==> src/rtl/assert_macros.svh <==
// Assertion macros for the train PWM ramp sequencer RTL.
// Depends on nothing; files that assert include it and supply clock and reset.
`ifndef ASSERT_MACROS_SVH
`define ASSERT_MACROS_SVH
`ifndef SYNTHESIS
// Property checked on every clock edge outside reset
`define TPRS_ASSERT(name, prop, msg) \
   name: assert property (@(posedge clock) disable iff (reset) (prop)) else $error(msg);
// Implication checked on every clock edge outside reset
`define TPRS_ASSERT_IMPL(name, ante, cons, msg) \
   name: assert property (@(posedge clock) disable iff (reset) (ante) |-> (cons)) \
      else $error(msg);
`else
`define TPRS_ASSERT(name, prop, msg)
`define TPRS_ASSERT_IMPL(name, ante, cons, msg)
`endif
`endif

==> src/rtl/tprs_pkg.sv <==
// Shared types, constants and helper functions of the train PWM ramp sequencer.
// No dependencies; imported by every RTL module of the block.
package tprs_pkg;

   // Widths
   localparam int DUTY_BITS = 10;
   localparam int REG_DUTY_W = 10;
   localparam int WAIT_W = 16;
   localparam int CSR_IDX_W = 3;
   localparam int CSR_DATA_W = 16;
   localparam int CMP_W = 17;

   localparam logic [DUTY_BITS-1:0] DUTY_MAX = '1;

   // Fixed mountain timeouts in ticks
   localparam logic [WAIT_W-1:0] LEFT_MOUNTAIN_DELAY = 16'd1000;
   localparam logic [WAIT_W-1:0] RIGHT_MOUNTAIN_DELAY = 16'd1000;

   // Routine commands
   typedef enum logic [1:0] {
      CMD_START = 2'd0,
      CMD_LEFT  = 2'd1,
      CMD_RIGHT = 2'd2,
      CMD_BRAKE = 2'd3
   } cmd_type;

   // Reed contact codes; other codes mean no contact
   localparam logic [2:0] REED_NONE = 3'd0;
   localparam logic [2:0] REED_LU = 3'd1;
   localparam logic [2:0] REED_LD = 3'd2;
   localparam logic [2:0] REED_RU = 3'd3;
   localparam logic [2:0] REED_RD = 3'd4;

   // Register indexes
   localparam logic [CSR_IDX_W-1:0] CSR_LIGHTS_WAIT = 3'd0;
   localparam logic [CSR_IDX_W-1:0] CSR_TRAIN_WAIT = 3'd1;
   localparam logic [CSR_IDX_W-1:0] CSR_STANDSTILL = 3'd2;
   localparam logic [CSR_IDX_W-1:0] CSR_CRUISE = 3'd3;
   localparam logic [CSR_IDX_W-1:0] CSR_RAMP_INT = 3'd4;
   localparam logic [CSR_IDX_W-1:0] CSR_BRAKE_INT = 3'd5;
   localparam logic [CSR_IDX_W-1:0] CSR_DESCENT = 3'd6;
   localparam logic [CSR_IDX_W-1:0] CSR_CLIMB = 3'd7;

   typedef struct packed {
      logic [WAIT_W-1:0]     lights_wait_ticks;
      logic [WAIT_W-1:0]     train_wait_ticks;
      logic [REG_DUTY_W-1:0] standstill_duty;
      logic [REG_DUTY_W-1:0] cruise_duty;
      logic [WAIT_W-1:0]     ramp_interval;
      logic [WAIT_W-1:0]     brake_ramp_interval;
      logic [REG_DUTY_W-1:0] descent_duty;
      logic [REG_DUTY_W-1:0] climb_duty;
   } cfg_type;

   typedef struct packed {
      logic                 finished;
      logic                 duty_write;
      logic [DUTY_BITS-1:0] duty_value;
      logic                 brake_on;
   } result_type;

   // Clamp a register duty value to the duty range
   function automatic logic [DUTY_BITS-1:0] sat_duty(input logic [REG_DUTY_W-1:0] v);
      logic [CMP_W-1:0] wide;
      wide = CMP_W'(v);
      if (wide > CMP_W'(DUTY_MAX)) return DUTY_MAX;
      return wide[DUTY_BITS-1:0];
   endfunction

   // Widen a duty for compares against register values
   function automatic logic [CMP_W-1:0] duty_ext(input logic [DUTY_BITS-1:0] v);
      return CMP_W'(v);
   endfunction

   function automatic logic [CMP_W-1:0] reg_ext(input logic [REG_DUTY_W-1:0] v);
      return CMP_W'(v);
   endfunction

endpackage

==> src/rtl/tprs_if.sv <==
// Valid/ready channel interfaces for tick commands and sequencer results.
// Depends on tprs_pkg for payload widths.
interface tprs_req_if import tprs_pkg::*; ();
   logic       valid;
   logic       ready;
   logic [1:0] cmd;
   logic [2:0] reed;

   modport source (output valid, output cmd, output reed, input ready);
   modport sink (input valid, input cmd, input reed, output ready);
endinterface

interface tprs_rsp_if import tprs_pkg::*; ();
   logic                 valid;
   logic                 ready;
   logic                 finished;
   logic                 duty_write;
   logic [DUTY_BITS-1:0] duty_value;
   logic                 brake_on;

   modport source (output valid, output finished, output duty_write, output duty_value,
                   output brake_on, input ready);
   modport sink (input valid, input finished, input duty_write, input duty_value,
                 input brake_on, output ready);
endinterface

==> src/rtl/tprs_csr.sv <==
// Configuration register file of the train PWM ramp sequencer.
// Depends on tprs_pkg for the register indexes and the cfg_type struct.
module tprs_csr import tprs_pkg::*; (
   input  logic                  clock,
   input  logic                  reset,
   input  logic                  csr_we,
   input  logic [CSR_IDX_W-1:0]  csr_index,
   input  logic [CSR_DATA_W-1:0] csr_wdata,
   output cfg_type               cfg
);

   cfg_type cfg_ff;
   cfg_type cfg_in;

   // Decode the write into the addressed register
   always_comb begin
      cfg_in = cfg_ff;
      if (csr_we) begin
         unique case (csr_index)
            CSR_LIGHTS_WAIT: cfg_in.lights_wait_ticks = csr_wdata;
            CSR_TRAIN_WAIT:  cfg_in.train_wait_ticks = csr_wdata;
            CSR_STANDSTILL:  cfg_in.standstill_duty = csr_wdata[REG_DUTY_W-1:0];
            CSR_CRUISE:      cfg_in.cruise_duty = csr_wdata[REG_DUTY_W-1:0];
            CSR_RAMP_INT:    cfg_in.ramp_interval = csr_wdata;
            CSR_BRAKE_INT:   cfg_in.brake_ramp_interval = csr_wdata;
            CSR_DESCENT:     cfg_in.descent_duty = csr_wdata[REG_DUTY_W-1:0];
            CSR_CLIMB:       cfg_in.climb_duty = csr_wdata[REG_DUTY_W-1:0];
            default:         cfg_in = cfg_ff;
         endcase
      end
   end

   always_ff @(posedge clock) begin
      if (reset) begin
         cfg_ff <= '0;
      end else begin
         cfg_ff <= cfg_in;
      end
   end

   assign cfg = cfg_ff;

endmodule

==> src/rtl/tprs_seq.sv <==
// Routine sequencer: phase, duty, counter and brake state plus one tick of work.
// Depends on tprs_pkg for cfg_type, result_type, codes and duty helpers.
module tprs_seq import tprs_pkg::*; (
   input  logic       clock,
   input  logic       reset,
   input  logic       tick,
   input  logic [1:0] cmd,
   input  logic [2:0] reed,
   input  cfg_type    cfg,
   output result_type result
);

   typedef enum logic [1:0] {
      PH_FIRST  = 2'd0,
      PH_SECOND = 2'd1,
      PH_THIRD  = 2'd2,
      PH_FOURTH = 2'd3
   } phase_type;

   phase_type            move_phase_ff, move_phase_in;
   logic                 mountain_phase_ff, mountain_phase_in;
   logic [DUTY_BITS-1:0] duty_ff, duty_in;
   logic [WAIT_W-1:0]    step_count_ff, step_count_in;
   logic [WAIT_W-1:0]    start_wait_ff, start_wait_in;
   logic [WAIT_W-1:0]    stop_wait_ff, stop_wait_in;
   logic [WAIT_W-1:0]    mountain_wait_ff, mountain_wait_in;
   logic                 brake_flag_ff, brake_flag_in;

   logic                 fin;
   logic                 wr;
   logic [DUTY_BITS-1:0] wr_val;

   logic [DUTY_BITS-1:0] duty_up;
   logic [DUTY_BITS-1:0] duty_down;
   logic [DUTY_BITS-1:0] standstill_sat;
   logic [WAIT_W-1:0]    step_next;
   logic                 ramp_due;

   // Per-mountain contact set and slew targets
   logic                  is_left;
   logic [2:0]            arrive_code;
   logic [WAIT_W-1:0]     mountain_delay;
   logic [2:0]            contact_a;
   logic [2:0]            contact_b;
   logic                  hit_a;
   logic                  hit_b;
   logic                  slew_rising;
   logic [REG_DUTY_W-1:0] slew_limit;
   logic                  slew_done;

   // Saturating duty steps and common counter values
   assign duty_up = (duty_ff == DUTY_MAX) ? duty_ff : duty_ff + 1'b1;
   assign duty_down = (duty_ff == '0) ? duty_ff : duty_ff - 1'b1;
   assign standstill_sat = sat_duty(cfg.standstill_duty);
   assign step_next = step_count_ff + 1'b1;
   assign ramp_due = step_count_ff >= cfg.ramp_interval;

   // Select the contacts and limits of the addressed mountain
   assign is_left = (cmd_type'(cmd) == CMD_LEFT);
   assign arrive_code = is_left ? REED_LD : REED_RU;
   assign mountain_delay = is_left ? LEFT_MOUNTAIN_DELAY : RIGHT_MOUNTAIN_DELAY;
   assign contact_a = is_left ? REED_LU : REED_RD;
   assign contact_b = is_left ? REED_LD : REED_RU;
   assign hit_a = (reed == contact_a);
   assign hit_b = (reed == contact_b);
   // Left: descend falling to descent duty, leave rising to cruise.
   // Right: climb rising to climb duty, leave falling to cruise.
   assign slew_rising = hit_a ? !is_left : is_left;
   assign slew_limit = hit_a ? (is_left ? cfg.descent_duty : cfg.climb_duty) : cfg.cruise_duty;
   assign slew_done = slew_rising ? (duty_ext(duty_ff) >= reg_ext(slew_limit))
                                  : (duty_ext(duty_ff) <= reg_ext(slew_limit));

   // Advance the addressed routine by one tick
   always_comb begin
      move_phase_in = move_phase_ff;
      mountain_phase_in = mountain_phase_ff;
      duty_in = duty_ff;
      step_count_in = step_count_ff;
      start_wait_in = start_wait_ff;
      stop_wait_in = stop_wait_ff;
      mountain_wait_in = mountain_wait_ff;
      brake_flag_in = brake_flag_ff;
      fin = 1'b0;
      wr = 1'b0;
      wr_val = '0;

      unique case (cmd_type'(cmd))
         CMD_START: begin
            unique case (move_phase_ff)
               PH_FIRST: begin
                  if (start_wait_ff >= cfg.lights_wait_ticks) begin
                     move_phase_in = PH_SECOND;
                     start_wait_in = '0;
                  end else begin
                     start_wait_in = start_wait_ff + 1'b1;
                  end
               end
               PH_SECOND: begin
                  wr = 1'b1;
                  wr_val = standstill_sat;
                  duty_in = standstill_sat;
                  brake_flag_in = 1'b0;
                  move_phase_in = PH_THIRD;
               end
               PH_THIRD: begin
                  if (start_wait_ff >= cfg.train_wait_ticks) begin
                     move_phase_in = PH_FOURTH;
                     start_wait_in = '0;
                  end else begin
                     start_wait_in = start_wait_ff + 1'b1;
                  end
               end
               PH_FOURTH: begin
                  wr = 1'b1;
                  wr_val = duty_ff;
                  if (duty_ext(duty_ff) >= reg_ext(cfg.cruise_duty)) begin
                     move_phase_in = PH_FIRST;
                     fin = 1'b1;
                  end else if (ramp_due) begin
                     // step restarts at zero, then counts this tick
                     duty_in = duty_up;
                     step_count_in = WAIT_W'(1);
                  end else begin
                     step_count_in = step_next;
                  end
               end
               default: ;
            endcase
         end
         CMD_LEFT, CMD_RIGHT: begin
            if (!mountain_phase_ff) begin
               if (reed == arrive_code || mountain_wait_ff >= mountain_delay) begin
                  mountain_phase_in = 1'b1;
                  mountain_wait_in = '0;
               end else begin
                  mountain_wait_in = mountain_wait_ff + 1'b1;
               end
            end else if (hit_a || hit_b) begin
               wr = 1'b1;
               wr_val = duty_ff;
               if (slew_done) begin
                  move_phase_in = PH_FIRST;
                  mountain_phase_in = 1'b0;
                  fin = 1'b1;
               end else if (ramp_due) begin
                  duty_in = slew_rising ? duty_up : duty_down;
                  step_count_in = '0;
               end else begin
                  step_count_in = step_next;
               end
            end
         end
         CMD_BRAKE: begin
            unique case (move_phase_ff)
               PH_FIRST: begin
                  wr = 1'b1;
                  wr_val = duty_ff;
                  if (duty_ext(duty_ff) <= reg_ext(cfg.standstill_duty)) begin
                     move_phase_in = PH_SECOND;
                  end else if (step_count_ff >= cfg.brake_ramp_interval) begin
                     duty_in = duty_down;
                     step_count_in = '0;
                  end else begin
                     step_count_in = step_next;
                  end
               end
               PH_SECOND: begin
                  if (stop_wait_ff >= cfg.train_wait_ticks) begin
                     move_phase_in = PH_THIRD;
                     stop_wait_in = '0;
                  end else begin
                     stop_wait_in = stop_wait_ff + 1'b1;
                  end
               end
               PH_THIRD: begin
                  wr = 1'b1;
                  wr_val = standstill_sat;
                  brake_flag_in = 1'b1;
                  duty_in = standstill_sat;
                  move_phase_in = PH_FOURTH;
               end
               PH_FOURTH: begin
                  if (stop_wait_ff >= cfg.lights_wait_ticks) begin
                     move_phase_in = PH_FIRST;
                     stop_wait_in = '0;
                     fin = 1'b1;
                  end else begin
                     stop_wait_in = stop_wait_ff + 1'b1;
                  end
               end
               default: ;
            endcase
         end
         default: ;
      endcase
   end

   // Hold state between ticks; update once per tick
   always_ff @(posedge clock) begin
      if (reset) begin
         move_phase_ff <= PH_FIRST;
         mountain_phase_ff <= 1'b0;
         duty_ff <= '0;
         step_count_ff <= '0;
         start_wait_ff <= '0;
         stop_wait_ff <= '0;
         mountain_wait_ff <= '0;
         brake_flag_ff <= 1'b0;
      end else if (tick) begin
         move_phase_ff <= move_phase_in;
         mountain_phase_ff <= mountain_phase_in;
         duty_ff <= duty_in;
         step_count_ff <= step_count_in;
         start_wait_ff <= start_wait_in;
         stop_wait_ff <= stop_wait_in;
         mountain_wait_ff <= mountain_wait_in;
         brake_flag_ff <= brake_flag_in;
      end
   end

   assign result.finished = fin;
   assign result.duty_write = wr;
   assign result.duty_value = wr_val;
   assign result.brake_on = brake_flag_in;

endmodule

==> src/rtl/train_pwm_ramp_sequencer.sv <==
// Top level of the train PWM ramp sequencer: handshake stages around the sequencer.
// Depends on tprs_pkg, tprs_if, tprs_csr, tprs_seq and assert_macros.svh.
//
//   channel | dir | handshake        | payload
//   req     | in  | valid/ready      | cmd, reed
//   rsp     | out | valid/ready      | finished, duty_write, duty_value, brake_on
//   csr     | in  | write enable     | csr_index, csr_wdata
//
// One transaction per cycle while rsp.ready stays high; a result is offered on rsp
// once its request has passed the input register, then the one-tick routine logic
// into the result register. Reset is synchronous and clears phases, counters, duty,
// brake and registers. A stalled result holds in the result register while the input
// register still takes one more transaction; req.ready drops only when both are full.
`include "assert_macros.svh"
module train_pwm_ramp_sequencer import tprs_pkg::*; (
   input  logic                  clock,
   input  logic                  reset,
   tprs_req_if.sink              req,
   tprs_rsp_if.source            rsp,
   input  logic                  csr_we,
   input  logic [CSR_IDX_W-1:0]  csr_index,
   input  logic [CSR_DATA_W-1:0] csr_wdata
);

   cfg_type    cfg;
   result_type step_result;

   logic       stage_valid_ff;
   logic [1:0] stage_cmd_ff;
   logic [2:0] stage_reed_ff;
   logic       rsp_valid_ff;
   result_type rsp_data_ff;
   logic       advance;
   logic       req_fire;
   logic       stage_stall;
   logic       rsp_value_ok;

   tprs_csr u_csr (
      .clock     (clock),
      .reset     (reset),
      .csr_we    (csr_we),
      .csr_index (csr_index),
      .csr_wdata (csr_wdata),
      .cfg       (cfg)
   );

   tprs_seq u_seq (
      .clock  (clock),
      .reset  (reset),
      .tick   (advance),
      .cmd    (stage_cmd_ff),
      .reed   (stage_reed_ff),
      .cfg    (cfg),
      .result (step_result)
   );

   // Move the staged transaction on when the result register is free or draining
   assign advance = stage_valid_ff && (!rsp_valid_ff || rsp.ready);
   assign req.ready = !stage_valid_ff || advance;
   assign req_fire = req.valid && req.ready;
   assign stage_stall = stage_valid_ff && !advance;

   // Input register
   always_ff @(posedge clock) begin
      if (reset) begin
         stage_valid_ff <= 1'b0;
      end else if (req.ready) begin
         stage_valid_ff <= req.valid;
      end
      if (req_fire) begin
         stage_cmd_ff <= req.cmd;
         stage_reed_ff <= req.reed;
      end
   end

   // Result register
   always_ff @(posedge clock) begin
      if (reset) begin
         rsp_valid_ff <= 1'b0;
      end else if (advance) begin
         rsp_valid_ff <= 1'b1;
      end else if (rsp.ready) begin
         rsp_valid_ff <= 1'b0;
      end
      if (advance) begin
         rsp_data_ff <= step_result;
      end
   end

   assign rsp.valid = rsp_valid_ff;
   assign rsp.finished = rsp_data_ff.finished;
   assign rsp.duty_write = rsp_data_ff.duty_write;
   assign rsp.duty_value = rsp_data_ff.duty_value;
   assign rsp.brake_on = rsp_data_ff.brake_on;

   // A duty value only travels with a write
   assign rsp_value_ok = rsp_data_ff.duty_write || (rsp_data_ff.duty_value == '0);

   `TPRS_ASSERT_IMPL(a_accept_staged, req_fire, ##1 stage_valid_ff, "transaction not staged")
   `TPRS_ASSERT_IMPL(a_hold, stage_stall, ##1 stage_valid_ff && $stable(stage_cmd_ff), "stage lost")
   `TPRS_ASSERT_IMPL(a_advance_fills, advance, ##1 rsp_valid_ff, "advance produced no result")
   `TPRS_ASSERT_IMPL(a_no_write_zero, rsp_valid_ff, rsp_value_ok, "duty value set without a write")

endmodule
==> src/flat_wrapper.sv <==
// flat-port wrapper written by rule: the top's interface ports become plain ports
module train_pwm_ramp_sequencer_flat import tprs_pkg::*;
  (clock, reset, csr_we, csr_index, csr_wdata, req_valid, req_cmd, req_reed, req_ready, rsp_valid, rsp_finished, rsp_duty_write, rsp_duty_value, rsp_brake_on, rsp_ready);
  tprs_req_if req_i ();
  tprs_rsp_if rsp_i ();
  input  logic clock;
  input  logic reset;
  input  logic csr_we;
  input  logic [CSR_IDX_W-1:0] csr_index;
  input  logic [CSR_DATA_W-1:0] csr_wdata;
  input wire logic [$bits(req_i.valid)-1:0] req_valid;
  input wire logic [$bits(req_i.cmd)-1:0] req_cmd;
  input wire logic [$bits(req_i.reed)-1:0] req_reed;
  output wire logic [$bits(req_i.ready)-1:0] req_ready;
  output wire logic [$bits(rsp_i.valid)-1:0] rsp_valid;
  output wire logic [$bits(rsp_i.finished)-1:0] rsp_finished;
  output wire logic [$bits(rsp_i.duty_write)-1:0] rsp_duty_write;
  output wire logic [$bits(rsp_i.duty_value)-1:0] rsp_duty_value;
  output wire logic [$bits(rsp_i.brake_on)-1:0] rsp_brake_on;
  input wire logic [$bits(rsp_i.ready)-1:0] rsp_ready;
  assign req_i.valid = req_valid;
  assign req_i.cmd = req_cmd;
  assign req_i.reed = req_reed;
  assign req_ready = req_i.ready;
  assign rsp_valid = rsp_i.valid;
  assign rsp_finished = rsp_i.finished;
  assign rsp_duty_write = rsp_i.duty_write;
  assign rsp_duty_value = rsp_i.duty_value;
  assign rsp_brake_on = rsp_i.brake_on;
  assign rsp_i.ready = rsp_ready;
  train_pwm_ramp_sequencer u_core (.clock(clock), .reset(reset), .req(req_i), .rsp(rsp_i), .csr_we(csr_we), .csr_index(csr_index), .csr_wdata(csr_wdata));
endmodule
==> config.mk <==
export PLATFORM = sky130hd
export DESIGN_NAME = train_pwm_ramp_sequencer_flat
export DESIGN_NICKNAME = d
export VERILOG_FILES = /design/src/rtl/tprs_pkg.sv /design/src/rtl/tprs_if.sv /design/src/rtl/tprs_csr.sv /design/src/rtl/tprs_seq.sv /design/src/rtl/train_pwm_ramp_sequencer.sv /design/src/flat_wrapper.sv
export VERILOG_INCLUDE_DIRS = /design/src /design/src/rtl
export SDC_FILE = /design/constraint.sdc
export NUM_CORES = 1
export LEC_CHECK = 0
export ABC_CLOCK_PERIOD_IN_PS = 5200
export BUFFER_PORTS_ARGS = -buffer_cell sky130_fd_sc_hd__buf_2
export CORE_MARGIN = 3
export CORE_UTILIZATION = 63
export CTS_CLUSTER_DIAMETER = 200
export DETAILED_ROUTE_END_ITERATION = 6
export PLACE_DENSITY = 0.81
export SLEW_MARGIN = 20
export SYNTH_ARGS = -nofsm -noshare
export SYNTH_HDL_FRONTEND = slang
export SYNTH_HIERARCHICAL = 1
export SYNTH_SLANG_ARGS = --single-unit
==> constraint.sdc <==
create_clock -name clock -period 5.2 [get_ports clock]
set_input_delay 0.52 -clock clock [delete_from_list [all_inputs] [get_ports clock]]
set_output_delay 0.52 -clock clock [all_outputs]
set_load 0.01 [all_outputs]
## Word-level counts from Yosys, hierarchy flattened

Index checks and enable logic that the tools add are counted.

- Register bits: 202
- Bits in latches: 0
- Bits in writable memories: 0
- ROM bits: 0
- Input port bits: 29
- Output and inout bits: 15
- Word-level logic and storage cells: 190
- Memories: 0

- Add/subtract/negate cells: 6
- $mul: 0
- Div/mod/pow operators: 0
- Order comparisons: 11
- Equality and inequality tests: 37
- Shift-type cells: 0
- Mux-type cells: 77
- Bitwise operators: 1
- Reduce and logical (&&, ||, !) cells: 34

Operators with widths:

| operator | count |
|---|---|
| 16-bit 2-to-1 mux | 15 |
| 10-bit 2-to-1 mux | 15 |
| 16-bit >= comparator | 6 |
| 10-bit one-hot mux with 2 select lines | 4 |
| 16-bit by 1-bit adder with 16-bit output, second input constant | 4 |
| 16-bit one-hot mux with 2 select lines | 2 |
| 10-bit one-hot mux with 3 select lines | 2 |
| 16-bit one-hot mux with 3 select lines | 1 |
| 3-bit != test, second input constant | 11 |
| 1-bit 2-to-1 mux | 22 |
| 10-bit >= comparator | 2 |
| 10-bit less-or-equal comparator | 2 |
| 2-bit 2-to-1 mux | 9 |
| 2-bit AND reduction | 9 |
| 16-bit by 10-bit >= comparator with 1-bit output, second input constant | 1 |
| 2-bit != test, second input constant | 8 |
| 2-bit one-hot mux with 4 select lines | 2 |
| 3-bit == test, second input constant | 4 |
| 11-bit AND reduction | 1 |
| 10-bit by 1-bit adder with 10-bit output, second input constant | 1 |
| 10-bit == test, second input constant | 1 |
| 10-bit logical NOT | 1 |
| 10-bit AND reduction | 1 |
| 10-bit by 1-bit subtractor with 10-bit output, second input constant | 1 |
| other kinds (22) | 41 |

## Longest topological paths before layout

Gate-level depths: netlist of run 1.

- Depth after elaboration: 10
- Depth in mapped cells: 20
- Gate-level depth less buffers: 17

## Modules after synthesis

The synthesis of run 1 kept the hierarchy.

Modules (own cells, without submodules):

| module | instances | cells each | area an instance (um^2) | sequential area each (um^2) |
|---|---|---|---|---|
| tprs_seq | 1 | 1,055 | 8,055.2 | 1,561.5 |
| tprs_csr | 1 | 371 | 4,113.9 | 2,082.0 |
| train_pwm_ramp_sequencer | 1 | 28 | 644.4 | 580.6 |

## Least setup slack after synthesis of run 1

OpenSTA, ideal clock, no wires.

- Path type: register to register
- Start: reg u_core.stage_cmd_ff[1]
- End: reg u_core.u_seq.duty_ff[5]
- Library setup time: 70 ps
- Arrival time: 3,618 ps
- Data required time: 5,130 ps
- Setup slack: 1,512 ps
- Stages on the path, launching flop included: 17
- Path buffers: 2
- Clock period less this slack: 3,688 ps
- Cell sequence: edfxtp_1 -> inv_1 -> ha_1 -> buf_6 -> clkbuf_1 -> mux2i_1 -> nand2_1 -> o21ai_0 -> ha_1 -> and3_1 -> a221oi_1 -> o211ai_1 -> nand2_1 -> nand4b_4 -> a211o_1 -> or4_1 -> a21oi_1

- Word-level cells in the longest chain between the ends: 10
- Elaborated cells between the ends (all ways): 34
- Those cells by class: order compare: 2; eq/ne: 15; mux: 12; reduce/logical: 5

Ends and longest elaborated chain:

| element | line | RTL |
|---|---|---|
| start: declaration | train_pwm_ramp_sequencer.sv:29 | `logic [1:0] stage_cmd_ff;` |
| start signal: assignment | train_pwm_ramp_sequencer.sv:71 | `stage_cmd_ff <= req.cmd;` |
| parallel branches: the longest is 10 deep, another holds 10-bit less-or-equal comparator | - |  |
| end signal: assignment | tprs_seq.sv:212 | `duty_ff <= duty_in;` |
| end: declaration | tprs_seq.sv:22 | `logic [DUTY_BITS-1:0] duty_ff, duty_in;` |

Parallel ways; which one is timed is not known. The select of a mux whose other input is x is not followed.
A chain may end at the register's enable or synchronous reset.

## Final worst setup path of run 1

- Start: reg u_core.stage_cmd_ff[1]
- End: reg u_core.u_seq.duty_ff[9]

Same word-level chain as after synthesis.

==> results.sh, run 1 <==
export IMPL_drv_slew=0
export IMPL_period_minus_slack_ns=4.40
export IMPL_cp_required_ns=5.63
export IMPL_rows=51
export IMPL_finalWirelength_um=31200
export IMPL_setup_viol=0
export IMPL_status="complete, no violations"
export IMPL_max_stage_delay_ns=0.86
export IMPL_cts_hold_buffers_added=0
export IMPL_worstHoldStart="req_cmd[1]"
export IMPL_track_usage_pct=27.7
export IMPL_grt_pass1_vias=10300
export IMPL_synth_seq_cells=202
export IMPL_period_share_pct=84.7
export IMPL_post_route_util_pct=70.2
export IMPL_seq_area_frac_synth_pct=33.0
export IMPL_synth_flop_cell="dfxtp_1"
export IMPL_antenna_found_initial=0
export IMPL_critPathCaptureType="register"
export IMPL_async_flop_share_pct=0
export IMPL_nFillCells=1457
export IMPL_final_nets=1624
export IMPL_grt_ovfl_total=0
export IMPL_cts_sinks=202
export IMPL_setup_tns_ns=0
export IMPL_maxSlewHeadroom_pct=24.5
export IMPL_final_setup_skew_ns=0.0116
export IMPL_start_util_pct=65.0
export IMPL_hold_violations=0
export IMPL_cts_made_buffers=22
export IMPL_cp_start_kind="register"
export IMPL_regArea_mm2=0.00422
export IMPL_hold_class="input port to register"
export IMPL_ant_nets=0
export IMPL_r2r_start="u_core/stage_cmd_ff[1]$_DFFE_PP_"
export IMPL_rsz0062_at_grt="no"
export IMPL_drive_gt1_share_pct=6.95
export IMPL_timing_fmax_mhz=227
export IMPL_cts_tree="done"
export IMPL_synth_area_top_cells="dfxtp_1, ha_1, mux2i_1"
export IMPL_ys_warn_count=6
export IMPL_routedWlPerCell_um=18.0
export IMPL_drtPass1Iterations=5
export IMPL_path_class="register to register"
export IMPL_cts_setup_buffers=0
export IMPL_coreArea_mm2=0.0197
export IMPL_diodes=0
export IMPL_die_h_um=149
export IMPL_pin_count=44
export IMPL_clk_pin_slew_ns=0.06
export IMPL_dieWidth_um=149
export IMPL_netlist_area_mm2=0.0128
export IMPL_p_leak_nw=5.88
export IMPL_initialDrtViolationCount=923
export IMPL_vias_per_cell=6.18
export IMPL_synth_top_area_cell="dfxtp_1"
export IMPL_clk_latency_ns=0.51
export IMPL_crit_chain="inv_1, ha_1, buf_4, nor2_1, a21oi_1, nor2_1, buf_4, nand2_1, o21ai_0, ha_1, and3_1, a221oi_1, o211ai_1, nand2_1, nand4b_4, a211oi_1, nand3_1, a21oi_1"
export IMPL_syn_nets=1625
export IMPL_cp_arrival_ns=4.84
export IMPL_hold_ws_ns=0.200
export IMPL_dp_hpwl_um=22300
export IMPL_synth_edf_count=18
export IMPL_placed_area_mm2=0.0131
export IMPL_dieArea_mm2=0.0221
export IMPL_syn2layout_area_growth_pct=7.98
export IMPL_synthCells=1454
export IMPL_syn_mean_instance_area_um2=8.81
export IMPL_ctsRootBufferMaster="clkbuf_16"
export IMPL_grt_pass1_wl_um=50600
export IMPL_crit_slowest_cell="a211oi_1"
export IMPL_yosysTopAreaCellShare_pct=28.7
export IMPL_globalplace_congestion=0.954
export IMPL_vdd_drop_max_uv=187
export IMPL_worstPathMaxFanout=20
export IMPL_synthDistinctLibCells=77
export IMPL_numPortBuffers=43
export IMPL_vias=10700
export IMPL_cts_resized=0
export IMPL_htree_levels=1
export IMPL_grt_start_max_net_pins=88
export IMPL_max_cap_violations=0
export IMPL_drc_errors=0
export IMPL_fin_area_mm2=0.0138
export IMPL_tightest_slew_ns=1.13
export IMPL_finalPower_mw=3.63
export IMPL_cp_startpoint="u_core/stage_cmd_ff[1]$_DFFE_PP_"
export IMPL_clockBufferDepth=3
export IMPL_multi_input_area_mm2=0.00788
export IMPL_p_per_area_mw_per_mm2=262
sequential cells by signal, summed over array words and instances, names as in the netlist, 2 cells and up:
| register | flops |
|---|---|
| u_core/rsp.duty_value | 10 |
| u_core/stage_cmd_ff | 2 |
| u_core/stage_reed_ff | 3 |
| u_core/u_csr/cfg | 104 |
| u_core/u_seq/duty_ff | 10 |
| u_core/u_seq/mountain_wait_ff | 16 |
| u_core/u_seq/move_phase_ff | 2 |
| u_core/u_seq/start_wait_ff | 16 |
| u_core/u_seq/step_count_ff | 16 |
| u_core/u_seq/stop_wait_ff | 16 |
cell usage after synthesis (all sizes together) (18+ instances only):
cell and count:
nor2 124, dfxtp 184, a21oi 63, buf 21, mux2i 121, ha 142, edfxtp 18, a221oi 22
and3 21, inv 102, nand3 39, nand2 79, clkbuf 53, nand2b 133, xor2 32, o21ai 56
nor3 20, xnor2 26, nand4 25
where the power goes:
group | switching (mW) | total [mW] | internal, mW | leakage, nW
Sequential | 0.0251 | 1.62 | 1.60 | 1.66
Clock | 0.629 | 1.61 | 0.979 | 0.377
Combinational | 0.250 | 0.397 | 0.148 | 3.84
final timing paths:
path              slack [ns]                                    to  depth (start not counted)
setup / recovery        0.80  u_core/u_seq/duty_ff[9]$_SDFFE_PP0P_                         18
hold / removal          0.20      u_core/stage_cmd_ff[1]$_DFFE_PP_                          1
setup reg to reg        0.80  u_core/u_seq/duty_ff[9]$_SDFFE_PP0P_                         18
hold reg to reg         0.47     u_core/u_csr/cfg[83]$_SDFFE_PP0P_                          2
cell families (layout without fill, tap and decap cells):
family | after synthesis | in the layout | synth area share [%]
AO/OA/AOI/OAI | 252 | 252 | 13.3
AND/OR/NAND/NOR | 501 | 501 | 20.8
buffers and inverters | 177 | 190 | 5.63
flip-flops | 202 | 202 | 33.0
adder cells (fa/ha/maj) | 142 | 142 | 13.9
multiplexers | 122 | 122 | 9.54
XOR/XNOR | 58 | 58 | 3.96
critical path, delay by kind of cell, from the launching register on:
kind | cells | cell delay, ns
compound gates | 6 | 1.75
simple gates | 7 | 1.05
flops | 1 | 0.40
fa+ha+maj | 2 | 0.54
buf+inv | 3 | 0.60
per-stage QoR:
stage,std cells,setup slack [ns]
floorplan,1454,1.51
global placement,1694,1.05
detailed placement,1694,0.893
CTS,1732,0.864
global route,1732,0.475
finish,1732,0.796
layout make-up:
type / instances / share of cell area, %
Multi-Input combinational cell: 1075 / 56.9
Sequential cell: 202 / 30.5
Clock buffer: 34 / 5.11
Inverter: 103 / 2.79
Tap cell: 265 / 2.40
Timing Repair Buffer: 49 / 1.90
Clock inverter: 4 / 0.353
layer usage:
metal  vias to the layer above  part of all wire [%]  GRT usage (%)
met3                        82                   6.5           4.24
li1                       5162                     -              -
met4                         0                   3.3           10.0
met5                         -                     0              0
met2                       355                    46           45.4
met1                      5113                    44           37.4
cells in the final DEF (no fill, tap or decap), drive strengths merged, types with 10 or more instances in the layout:
master / instances
ha: 142
nand3: 39
inv: 102
edfxtp: 18
xnor2: 26
nor2: 124
mux2i: 121
nor3: 20
a31oi: 10
nand4: 25
clkbuf: 34
nand2: 79
buf: 49
a211oi: 14
nor4: 11
dfxtp: 184
a21o: 13
and3: 21
a21oi: 63
nand2b: 133
o21ai: 56
xor2: 32
a221oi: 22
Note: power is estimated with default switching activity, not from simulation.
==> run 2: changes to the inputs <==
--- a/config.mk
+++ b/config.mk
@@ -6,13 +6,13 @@
 export SDC_FILE = /design/constraint.sdc
 export NUM_CORES = 1
 export LEC_CHECK = 0
-export ABC_CLOCK_PERIOD_IN_PS = 5200
+export ABC_CLOCK_PERIOD_IN_PS = 3540
 export BUFFER_PORTS_ARGS = -buffer_cell sky130_fd_sc_hd__buf_2
 export CORE_MARGIN = 3
-export CORE_UTILIZATION = 63
+export CORE_UTILIZATION = 57
 export CTS_CLUSTER_DIAMETER = 200
 export DETAILED_ROUTE_END_ITERATION = 6
-export PLACE_DENSITY = 0.81
+export PLACE_DENSITY = 0.77
 export SLEW_MARGIN = 20
 export SYNTH_ARGS = -nofsm -noshare
 export SYNTH_HDL_FRONTEND = slang
==> constraint.sdc (replaced) <==
create_clock -name clock -period 3.54 [get_ports clock]
set_input_delay 0.354 -clock clock [delete_from_list [all_inputs] [get_ports clock]]
set_output_delay 0.354 -clock clock [all_outputs]
set_load 0.01 [all_outputs]
==> results.sh, run 2 (synthesized netlist as in run 1, its figures left out) <==
export IMPL_status="complete, no violations"
export IMPL_diodes=0
export IMPL_cts_hold_buffers_added=0
export IMPL_hold_violations=0
export IMPL_track_usage_pct=26.2
export IMPL_dp_hpwl_um=22800
export IMPL_ctsRootBufferMaster="clkbuf_16"
export IMPL_intPower_mw=4.20
export IMPL_path_depth=18
export IMPL_largest_reg_flops=104
export IMPL_mostFrequentLayoutCell="dfxtp_1"
export IMPL_maxSlewHeadroom_pct=25.1
export IMPL_p_leak_nw=6.14
export IMPL_vias_per_cell=6.00
export IMPL_critPathCaptureType="register"
export IMPL_dieWidth_um=156
export IMPL_vdd_drop_max_uv=299
export IMPL_rows=54
export IMPL_initialDrtViolationCount=841
export IMPL_clockBufferDepth=3
export IMPL_path_class="register to register"
export IMPL_worstPathMaxFanout=14
export IMPL_p_per_area_mw_per_mm2=388
export IMPL_ant_nets=0
export IMPL_timing_fmax_mhz=284
export IMPL_start_util_pct=58.4
export IMPL_cts_made_buffers=23
export IMPL_drc_errors=0
export IMPL_die_h_um=156
export IMPL_p_seq_share_pct=42.6
export IMPL_r2r_slack_ns=0.02
export IMPL_cp_startpoint="u_core/stage_cmd_ff[0]$_DFFE_PP_"
export IMPL_pwr_share_comb_pct=12.0
export IMPL_period_minus_slack_ns=3.52
export IMPL_most_common_layout_cells="dfxtp_1, ha_1, nand2b_1, mux2i_1, nor2_1"
export IMPL_setup_viol=0
export IMPL_worst_r2r_path_depth=18
export IMPL_cp_required_ns=3.99
export IMPL_cp_arrival_ns=3.97
export IMPL_finalWirelength_um=32500
export IMPL_swShare_pct=24.9
export IMPL_max_stage_delay_ns=0.45
export IMPL_place_ws_ns=-0.112
export IMPL_critPathTopFamily="simple AND/OR/NAND/NOR gates"
export IMPL_vias=10700
export IMPL_hold_class="input port to register"
export IMPL_final_nets=1662
export IMPL_pwr_share_clk_pct=45.4
export IMPL_numPortBuffers=43
export IMPL_drive_gt1_share_pct=11.5
export IMPL_r2r_start="u_core/stage_cmd_ff[0]$_DFFE_PP_"
export IMPL_crit_chain="ha_4, nor2_1, a21oi_2, nor2_4, buf_6, nand2_2, o21ai_2, ha_4, and3_4, a221oi_2, o211ai_1, nand2_1, nand4b_4, buf_6, a211oi_1, buf_4, nand3_1, o21ai_2"
export IMPL_drtPass1Iterations=6
export IMPL_period_share_pct=99.5
export IMPL_grt_ovfl_total=0
export IMPL_drv_slew=0
export IMPL_syn2layout_area_growth_pct=12.5
export IMPL_finalPower_mw=5.60
export IMPL_worstSetupEndpoint="u_core/u_seq/duty_ff[6]$_SDFFE_PP0P_"
export IMPL_grt_pass1_vias=10400
export IMPL_final_setup_worst_slack_ns=0.0190
export IMPL_antenna_found_initial=0
export IMPL_coreArea_mm2=0.0220
export IMPL_max_cap_violations=0
export IMPL_pin_count=44
export IMPL_htree_levels=1
export IMPL_routedWlPerCell_um=18.2
export IMPL_globalplace_congestion=0.983
export IMPL_cp_num_buf_inv=3
export IMPL_rsz0062_at_grt="yes"
export IMPL_clk_pin_slew_ns=0.06
export IMPL_tightest_slew_ns=1.12
export IMPL_grt_start_max_net_pins=80
export IMPL_clk_latency_ns=0.51
export IMPL_p_switching_mw=1.39
export IMPL_cts_tree="done"
export IMPL_cp_start_kind="register"
export IMPL_final_setup_skew_ns=0.0141
export IMPL_reg2reg_to="u_core/u_seq/duty_ff[6]$_SDFFE_PP0P_"
export IMPL_dieArea_mm2=0.0243
export IMPL_crit_slowest_cell="edfxtp_1"
export IMPL_grt_pass1_wl_um=52300
export IMPL_cts_sinks=202
run 2: power groups by stage:
stage / clock (mW) / sequential [mW] / combinational (mW)
2_1_floorplan: 0 / 2.42 / 0.419
3_3_place_gp: 0 / 2.43 / 0.587
3_5_place_dp: 0 / 2.43 / 0.599
4_1_cts: 2.58 / 2.38 / 0.622
5_1_grt: 2.68 / 2.39 / 0.721
6_report: 2.54 / 2.38 / 0.671
run 2: metrics by stage:
step,cells,utilization [%],hold slack [ns],TNS (ns),cell area (µm²)
after floorplan,1454,-,0.416,0,12800
after global placement,1738,60.7,0.460,0,13300
after detailed placement,1738,60.7,0.465,-1.49,13300
after CTS,1787,64.8,0.0123,-0.184,14200
after global routing,1787,65.7,0.000313,-1.38,14400
final,1787,65.7,0.0172,0,14400
run 2: metal layers:
layer / share of wire, % / track usage [%]
met4: 4.4 / 10.1
met5: 0 / 0
met2: 48 / 46.0
met1: 42 / 32.5
met3: 5.4 / 3.63
run 2: repair_timing:
action                     CTS  global route
hold endpoints to repair     0             0
resized for setup           10            48
setup buffers                6             1
gates cloned                 2             0
setup endpoints to repair   19            30
pin swaps                    7            26
run 2: worst reg2reg max path, stage by stage (launching register included):
cell and delay [ns]:
edfxtp_1 0.45, ha_4 0.21, nor2_1 0.14, a21oi_2 0.09, nor2_4 0.20, buf_6 0.18, nand2_2 0.06, o21ai_2 0.08
ha_4 0.23, and3_4 0.18, a221oi_2 0.25, o211ai_1 0.21, nand2_1 0.16, nand4b_4 0.13, buf_6 0.19, a211oi_1 0.24
buf_4 0.21, nand3_1 0.13, o21ai_2 0.11
run 2: layout make-up:
type                    count  area [µm²]
fillers                  1767        7540
multi-input cells        1075        8080
flip-flops and latches    202        4220
well taps                 280         350
repair buffers             86         576
clock buffers              32         661
inverters                 103         387
clock inverters             9         146
run 2: how the worst min path moves through the flow:
stage / to / slack (ns) / cells past startpoint / start
floorplan: u_core/stage_valid_ff$_SDFFE_PP0P_ / 0.42 / 1 / reset
global placement: u_core/u_csr/cfg[73]$_SDFFE_PP0P_ / 0.46 / 2 / u_core/u_csr/cfg[73]$_SDFFE_PP0P_
detailed placement: u_core/u_csr/cfg[82]$_SDFFE_PP0P_ / 0.47 / 2 / u_core/u_csr/cfg[82]$_SDFFE_PP0P_
CTS: u_core/stage_cmd_ff[0]$_DFFE_PP_ / 0.01 / 1 / req_cmd[0]
global route: u_core/stage_cmd_ff[0]$_DFFE_PP_ / 0.0003 / 1 / req_cmd[0]
finish: u_core/stage_cmd_ff[0]$_DFFE_PP_ / 0.02 / 1 / req_cmd[0]
